`src/rtl/ffhs_pkg.sv`:
```
// Shared types, widths and register codes for the fixed-length frame header sync block.
package ffhs_pkg;

   localparam int BYTE_W    = 8;
   localparam int DATA_W    = 32;
   localparam int ADDR_W    = 4;
   localparam int FLEN_W    = 6;
   localparam int HLEN_W    = 3;
   localparam int HDR_W     = 32;
   localparam int HDR_BYTES = HDR_W / BYTE_W;

   localparam logic [FLEN_W-1:0] FLEN_RST = 6'd32;
   localparam logic [HDR_W-1:0]  HDR_RST  = 32'h0000_0000;
   localparam logic [HLEN_W-1:0] HLEN_RST = 3'd1;

   typedef enum logic [1:0] {
      REG_FRAME_LENGTH  = 2'd0,
      REG_HEADER_BYTES  = 2'd1,
      REG_HEADER_LENGTH = 2'd2
   } reg_idx_type;

   typedef enum logic [2:0] {
      ST_IDLE = 3'b001,
      ST_SCAN = 3'b010,
      ST_EMIT = 3'b100
   } state_type;

   typedef struct packed {
      logic load;
      logic shift;
   } cell_ctrl_type;

   // Header byte k of the pattern; bytes past the register compare against zero.
   function automatic logic [BYTE_W-1:0] pattern_byte(input logic [HDR_W-1:0] hdr,
                                                      input int k);
      logic [BYTE_W-1:0] b;
      b = '0;
      if (k < HDR_BYTES) begin
         b = hdr[k*BYTE_W +: BYTE_W];
      end
      return b;
   endfunction

endpackage

```
`src/rtl/ffhs_cell.sv`:
```
// One window cell: holds a byte, loads a new one or takes its upper neighbor's byte.
module ffhs_cell (
   input  logic                          clock,
   input  ffhs_pkg::cell_ctrl_type       ctrl,
   input  logic [ffhs_pkg::BYTE_W-1:0]   load_byte,
   input  logic [ffhs_pkg::BYTE_W-1:0]   next_byte,
   output logic [ffhs_pkg::BYTE_W-1:0]   data
);
   import ffhs_pkg::*;

   logic [BYTE_W-1:0] data_ff;
   logic [BYTE_W-1:0] data_in;

   always_comb begin
      data_in = data_ff;
      if (ctrl.load) begin
         data_in = load_byte;
      end else if (ctrl.shift) begin
         data_in = next_byte;
      end
   end

   always_ff @(posedge clock) begin
      data_ff <= data_in;
   end

   assign data = data_ff;

endmodule

```
`src/rtl/fixed_frame_header_sync.sv`:
```
// Fixed-length frame header sync: a row of byte cells, oldest byte in cell 0.
// A request that leaves the window short of frame_length is taken without a stall.
// A request that fills it stalls the input: a scan that drops the oldest byte per step
// (one cell shift each) until the header is at the head or the window runs short, or a check
// plus the output of frame_length bytes when aligned; output stretches with rsp_stall.
// Synchronous reset empties the window; frame_length 32, header_bytes 0, header_length 1.
module fixed_frame_header_sync #(
   parameter int MAX_FRAME  = 32,
   parameter int MAX_HEADER = 4
) (
   input  logic                          clock,
   input  logic                          reset,
   input  logic                          req_valid,
   output logic                          req_stall,
   input  logic [ffhs_pkg::BYTE_W-1:0]   req_rx_byte,
   output logic                          rsp_valid,
   input  logic                          rsp_stall,
   output logic [ffhs_pkg::BYTE_W-1:0]   rsp_frame_byte,
   output logic                          rsp_frame_last,
   input  logic                          csr_psel,
   input  logic                          csr_penable,
   input  logic                          csr_pwrite,
   input  logic [ffhs_pkg::ADDR_W-1:0]   csr_paddr,
   input  logic [ffhs_pkg::DATA_W-1:0]   csr_pwdata,
   output logic [ffhs_pkg::DATA_W-1:0]   csr_prdata,
   output logic                          csr_pready
);
   import ffhs_pkg::*;

   localparam int CNT_W = $clog2(MAX_FRAME + 1);
   localparam int HL_W  = $clog2(MAX_HEADER + 1);
   localparam int CMP_N = (MAX_HEADER < MAX_FRAME) ? MAX_HEADER : MAX_FRAME;

   logic [FLEN_W-1:0] frame_length_ff;
   logic [HDR_W-1:0]  header_bytes_ff;
   logic [HLEN_W-1:0] header_length_ff;

   state_type         state_ff, state_in;
   logic [CNT_W-1:0]  fill_ff, fill_in;
   logic              dropped_ff, dropped_in;

   logic              rsp_valid_ff, rsp_valid_in;
   logic [BYTE_W-1:0] rsp_byte_ff;
   logic              rsp_last_ff;

   logic              cfg_wr;
   reg_idx_type       reg_idx;
   logic [CNT_W-1:0]  eff_fl;
   logic [HL_W-1:0]   hl_sel;
   logic [CNT_W-1:0]  hl_eff;
   logic              req_accept;
   logic              head_match;
   logic              enough;
   logic              emit_go;
   logic              scan_shift;

   logic [BYTE_W-1:0] cell_data [MAX_FRAME];
   cell_ctrl_type     cell_ctrl [MAX_FRAME];

   // ---------------- configuration port ----------------
   assign csr_pready = 1'b1;
   assign reg_idx    = reg_idx_type'(csr_paddr[3:2]);
   assign cfg_wr     = csr_psel && csr_penable && csr_pwrite && csr_pready;

   always_ff @(posedge clock) begin
      if (reset) begin
         frame_length_ff  <= FLEN_RST;
         header_bytes_ff  <= HDR_RST;
         header_length_ff <= HLEN_RST;
      end else if (cfg_wr) begin
         unique case (reg_idx)
            REG_FRAME_LENGTH:  frame_length_ff  <= csr_pwdata[FLEN_W-1:0];
            REG_HEADER_BYTES:  header_bytes_ff  <= csr_pwdata[HDR_W-1:0];
            REG_HEADER_LENGTH: header_length_ff <= csr_pwdata[HLEN_W-1:0];
            default: ;
         endcase
      end
   end

   always_comb begin
      unique case (reg_idx)
         REG_FRAME_LENGTH:  csr_prdata = DATA_W'(frame_length_ff);
         REG_HEADER_BYTES:  csr_prdata = DATA_W'(header_bytes_ff);
         REG_HEADER_LENGTH: csr_prdata = DATA_W'(header_length_ff);
         default:           csr_prdata = '0;
      endcase
   end

   // ---------------- effective lengths ----------------
   always_comb begin
      if (frame_length_ff == '0) begin
         eff_fl = CNT_W'(1);
      end else if (32'(frame_length_ff) > MAX_FRAME) begin
         eff_fl = CNT_W'(MAX_FRAME);
      end else begin
         eff_fl = CNT_W'(frame_length_ff);
      end

      if (header_length_ff == '0) begin
         hl_sel = HL_W'(1);
      end else if (32'(header_length_ff) > MAX_HEADER) begin
         hl_sel = HL_W'(MAX_HEADER);
      end else begin
         hl_sel = HL_W'(header_length_ff);
      end

      // clamp header to frame length
      if (32'(hl_sel) > 32'(eff_fl)) begin
         hl_eff = eff_fl;
      end else begin
         hl_eff = CNT_W'(hl_sel);
      end
   end

   // ---------------- header compare at the head of the window ----------------
   always_comb begin
      head_match = 1'b1;
      for (int k = 0; k < CMP_N; k++) begin
         if (k < int'(hl_eff) && cell_data[k] != pattern_byte(header_bytes_ff, k)) begin
            head_match = 1'b0;
         end
      end
   end

   assign req_stall  = (state_ff != ST_IDLE);
   assign req_accept = req_valid && !req_stall;
   assign enough     = (fill_ff >= hl_eff);
   assign emit_go    = (state_ff == ST_EMIT) && (!rsp_valid_ff || !rsp_stall);
   assign scan_shift = (state_ff == ST_SCAN) && enough && !head_match;

   // ---------------- cell row ----------------
   for (genvar i = 0; i < MAX_FRAME; i++) begin : g_cell
      logic [BYTE_W-1:0] next_byte;

      if (i == MAX_FRAME - 1) begin : g_tail
         assign next_byte = '0;
      end else begin : g_body
         assign next_byte = cell_data[i+1];
      end

      assign cell_ctrl[i].load  = req_accept && (fill_ff == CNT_W'(i));
      assign cell_ctrl[i].shift = scan_shift || emit_go;

      ffhs_cell u_cell (
         .clock     (clock),
         .ctrl      (cell_ctrl[i]),
         .load_byte (req_rx_byte),
         .next_byte (next_byte),
         .data      (cell_data[i])
      );
   end

   // ---------------- sequencer ----------------
   always_comb begin
      state_in   = state_ff;
      fill_in    = fill_ff;
      dropped_in = dropped_ff;
      unique case (state_ff)
         ST_IDLE: begin
            if (req_accept) begin
               fill_in = fill_ff + CNT_W'(1);
               if (fill_ff + CNT_W'(1) == eff_fl) begin
                  state_in   = ST_SCAN;
                  dropped_in = 1'b0;
               end
            end
         end
         ST_SCAN: begin
            if (!enough) begin
               // no full header left: the newest hl_eff-1 bytes stay
               state_in = ST_IDLE;
            end else if (head_match) begin
               state_in = dropped_ff ? ST_IDLE : ST_EMIT;
            end else begin
               // drop the oldest byte and try the next offset
               fill_in    = fill_ff - CNT_W'(1);
               dropped_in = 1'b1;
            end
         end
         ST_EMIT: begin
            if (emit_go) begin
               fill_in = fill_ff - CNT_W'(1);
               if (fill_ff == CNT_W'(1)) begin
                  state_in = ST_IDLE;
               end
            end
         end
         default: begin
            state_in = ST_IDLE;
         end
      endcase

      // a new frame length empties the window
      if (cfg_wr && reg_idx == REG_FRAME_LENGTH) begin
         fill_in  = '0;
         state_in = ST_IDLE;
      end
   end

   always_ff @(posedge clock) begin
      if (reset) begin
         state_ff   <= ST_IDLE;
         fill_ff    <= '0;
         dropped_ff <= 1'b0;
      end else begin
         state_ff   <= state_in;
         fill_ff    <= fill_in;
         dropped_ff <= dropped_in;
      end
   end

   // ---------------- output register ----------------
   assign rsp_valid_in = emit_go || (rsp_valid_ff && rsp_stall);

   always_ff @(posedge clock) begin
      if (reset) begin
         rsp_valid_ff <= 1'b0;
      end else begin
         rsp_valid_ff <= rsp_valid_in;
      end
   end

   always_ff @(posedge clock) begin
      if (emit_go) begin
         rsp_byte_ff <= cell_data[0];
         rsp_last_ff <= (fill_ff == CNT_W'(1));
      end
   end

   assign rsp_valid      = rsp_valid_ff;
   assign rsp_frame_byte = rsp_byte_ff;
   assign rsp_frame_last = rsp_last_ff;

`ifndef SYNTH
   a_fill_bound: assert property (@(posedge clock) disable iff (reset)
      fill_ff <= eff_fl)
      else $error("window fill exceeds frame length");

   a_emit_nonempty: assert property (@(posedge clock) disable iff (reset)
      state_ff == ST_EMIT |-> fill_ff != '0)
      else $error("emitting from an empty window");

   a_scan_progress: assert property (@(posedge clock) disable iff (reset)
      (state_ff == ST_SCAN && $past(state_ff == ST_SCAN)) |-> fill_ff < $past(fill_ff))
      else $error("header scan did not advance");

   a_rsp_source: assert property (@(posedge clock) disable iff (reset)
      $rose(rsp_valid) |-> $past(state_ff == ST_EMIT))
      else $error("response raised outside frame output");
`endif

endmodule
```
`config.mk`:
```
export PLATFORM = sky130hd
export DESIGN_NAME = fixed_frame_header_sync
export DESIGN_NICKNAME = d
export VERILOG_FILES = /design/src/rtl/ffhs_pkg.sv /design/src/rtl/ffhs_cell.sv /design/src/rtl/fixed_frame_header_sync.sv
export SDC_FILE = /design/constraint.sdc
export NUM_CORES = 1
export LEC_CHECK = 0
export BUFFER_PORTS_ARGS = -buffer_cell sky130_fd_sc_hd__buf_2
export CAP_MARGIN = 20
export CORE_UTILIZATION = 55
export DETAILED_ROUTE_END_ITERATION = 10
export GPL_TIMING_DRIVEN = 0
export PLACE_DENSITY = 0.76
export SLEW_MARGIN = 20
export SYNTH_ARGS = -nofsm -noshare
export SYNTH_HDL_FRONTEND = slang
export SYNTH_HIERARCHICAL = 1
export SYNTH_SLANG_ARGS = --single-unit
```
`constraint.sdc`:
```
create_clock -name clock -period 4.15 [get_ports clock]
set_input_delay 0.83 -clock clock [delete_from_list [all_inputs] [get_ports clock]]
set_output_delay 0.83 -clock clock [all_outputs]
set_load 0.05 [all_outputs]
```
==> impl_metrics.toml <==
[grt]
grt_pass1_wl_mm = 49.2
track_usage = 0.217
grt_pass1_vias = 8962
grt_overflow = 0
antenna_found_initial = 0
grt_max_degree = 33

[timing]
report.final.hold_viol_count = 0
maxSlewViolCount = 0
fmax_mhz = 248
holdWs_ns = 0.484
finalWorstSetupSlack_ns = 0.126
period_minus_slack_ns = 4.02
tns_ns = 0
slew_headroom = 0.415
tightest_slew_ns = 0.874
clock_skew_ns = 0.0170
post-route-period-util = 0.970
finalSetupViolCount = 0

[synthesis]
synth_ff_type = "edfxtp_1"
synth_cells = 1070
synth.largest_area_cell = "edfxtp_1"
syn_area_sq_um = 15900
yosysWarnings = 6
synth_top_area_frac = 0.499
avgSynthCellArea_sq_um = 14.9
synth_edf_count = 265
synth-seq-area-share = 0.565
ys_async_sr_fraction = 0
ys_ff_latch = 317
synthTopCellsByArea = "edfxtp_1, mux2_4, dfxtp_1"
synth_cell_types = 55

[clock_tree]
clock-sinks = 317
clk_path_buf_depth = 3
h-tree-depth = 2
worstSkewPairLatency_ns = 0.51
cts_tree = "yes"
cts_buffers = 34
clockRootBuffer = "clkbuf_16"
cts.hold.buffers_added = 0
clk_pin_slew_ns = 0.06

[drt]
wl_mm = 31.6
drc = 0
ant_nets = 0
vias = 8889
drt_iter0_drc = 678
wl_per_cell_um = 19.6
viasPerCell = 5.51
firstDrtPassIters = 5

[setup_path]
rr_worst_depth = 16
path_class = "reg2reg"
endpoint_kind = "register"
worst-path-buf-inv = 2
crit_slowest_cell = "or3_4"
crit_arrival_ns = 4.23
endpoint = "g_cell[12].u_cell/data[4]$_DFFE_PP_"
crit_family = "simple AND/OR/NAND/NOR gates"
startpoint_type = "register"
startpoint = "frame_length_ff[3]$_SDFFE_PP0P_"
r2r_slack_ns = 0.13
cpPeakStageDelay_ns = 0.44
reg2reg_from = "frame_length_ff[3]$_SDFFE_PP0P_"
crit_path_max_fanout = 8
crit_path_cell_trace = "nor4_4, o21bai_1, inv_1, ha_1, a311oi_2, a21oi_2, or2_2, ha_1, nand2b_1, a2111oi_4, o21ai_2, nand2_2, or3_4, o21ai_4, clkbuf_16, or2_4"
required_ns = 4.36
path_common_cell = "ha_1"
cp.depth = 16
reg2reg_to = "g_cell[12].u_cell/data[4]$_DFFE_PP_"

[placed_design]
pre_cts_slack_ns = -0.416
finalWeightedCongestion = 0.844
place.port_buffers = 90
dp_hpwl_mm = 20.7

[cells_and_area]
final_common_cell = "edfxtp_1"
final_cell_mix = "edfxtp_1, mux2_4, nand2_1"
syn2layout_area_growth_pct = 14.3
drive_gt1_frac = 0.394
nets = 1276
post-route-util = 0.647
antennaDiodeCount = 0
fill_cells = 1999

[power_and_ir_drop]
power_mw = 6.76
ir_drop_mv = 0.364
leakage_nw = 6.93
power_density_nw_per_um2 = 371

[floorplanning]
start_util = 0.566
io_pins = 95
core_sq_um = 28200
die-area_sq_um = 29700
chipHeight_um = 172
die_w_um = 172
rows = 61

[outcome]
status = "finished clean"

[hold_path]
min_path_type = "reg2reg"

[job]
max_cap_viol_count = 0
-- power by group --
group / total, mW / internal [mW] / leakage (nW) / switching (mW)
sequential: 3.48 / 3.45 / 2.81 / 0.0324
clock: 2.92 / 1.74 / 0.529 / 1.18
combinational: 0.357 / 0.138 / 3.59 / 0.219
total: 6.76 / 5.33 / 6.93 / 1.43
-- final cells by class --
class                           instances  area (sq um)  area share
Sequential cell                       317          9000       0.494
Multi-Input combinational cell        698          6650       0.365
Clock buffer                           44           952      0.0523
Timing Repair Buffer                   95           522      0.0286
Tap cell                              378           473      0.0260
Buffer                                 54           447      0.0245
Clock inverter                         16           125     0.00687
Inverter                               11          41.3     0.00227
-- per-stage QoR --
step,instances,instance area [sq um]
floorplan,1080,16000
global placement,1548,16900
detailed placement,1549,16900
CTS,1611,18100
global route,1613,18200
finish,1613,18200
-- synth_stat cells (6+ instances only) --
| library cell | n |
|---|---|
| edfxtp_1 | 265 |
| mux2_4 | 256 |
| nand2_1 | 92 |
| nor2_1 | 58 |
| dfxtp_1 | 52 |
| a21oi_1 | 49 |
| buf_6 | 32 |
| or2_1 | 32 |
| and2_1 | 28 |
| xor2_1 | 26 |
| clkbuf_1 | 20 |
| mux2i_1 | 19 |
| o21ai_0 | 15 |
| ha_1 | 14 |
| xnor2_1 | 14 |
| inv_1 | 11 |
| nand3_1 | 10 |
| nand2b_1 | 8 |
| nor2b_1 | 7 |
| nor4_1 | 6 |
-- routing by layer --
metal  part of all wire  global-route usage  up-vias
met2               0.49               0.375      243
li1                   -                   -     4193
met4              0.013              0.0504        0
met1               0.45               0.289     4417
met5                  0                   0        -
met3              0.052              0.0295       36
-- sequential cells by signal, indices dropped and copies added (netlist names) --
name	count
g_cell.u_cell/data	256
header_bytes_ff	32
rsp_frame_byte	8
fill_ff	6
frame_length_ff	6
header_length_ff	3
state_ff	3
dropped_ff	1
rsp_frame_last	1
rsp_valid	1
-- what timing repair did --
| action | 4_1_cts | 5_1_grt |
|---|---|---|
| resized for setup | 32 | 19 |
| cloned | 0 | 2 |
| setup buffers | 2 | 0 |
| setup endpoints to repair | 256 | 256 |
| pin swaps | 2 | 5 |
-- how the worst min path moves through the flow --
stage | from | endpoint | slack (ns) | depth (start not counted)
2_1_floorplan | g_cell[0].u_cell/data[0]$_DFFE_PP_ | rsp_frame_byte[0]$_DFFE_PP_ | 0.45 | 0
3_3_place_gp | g_cell[0].u_cell/data[6]$_DFFE_PP_ | rsp_frame_byte[6]$_DFFE_PP_ | 0.47 | 0
3_5_place_dp | g_cell[0].u_cell/data[6]$_DFFE_PP_ | rsp_frame_byte[6]$_DFFE_PP_ | 0.47 | 0
4_1_cts | g_cell[0].u_cell/data[6]$_DFFE_PP_ | rsp_frame_byte[6]$_DFFE_PP_ | 0.49 | 0
5_1_grt | g_cell[0].u_cell/data[6]$_DFFE_PP_ | rsp_frame_byte[6]$_DFFE_PP_ | 0.48 | 0
6_report | g_cell[0].u_cell/data[6]$_DFFE_PP_ | rsp_frame_byte[6]$_DFFE_PP_ | 0.48 | 0
-- cell families (layout without fill, tap and decap cells) --
logic type,Yosys count,in the layout,share of synthesized area
simple gates,267,267,0.0820
flops,317,317,0.565
other cells,2,12,0.000471
xor+xnor,41,41,0.0234
buf+inv,65,220,0.0306
mux,275,275,0.253
fa+ha+maj,14,14,0.0110
compound gates,89,89,0.0348
Note: power is estimated with default switching activity, not from simulation.
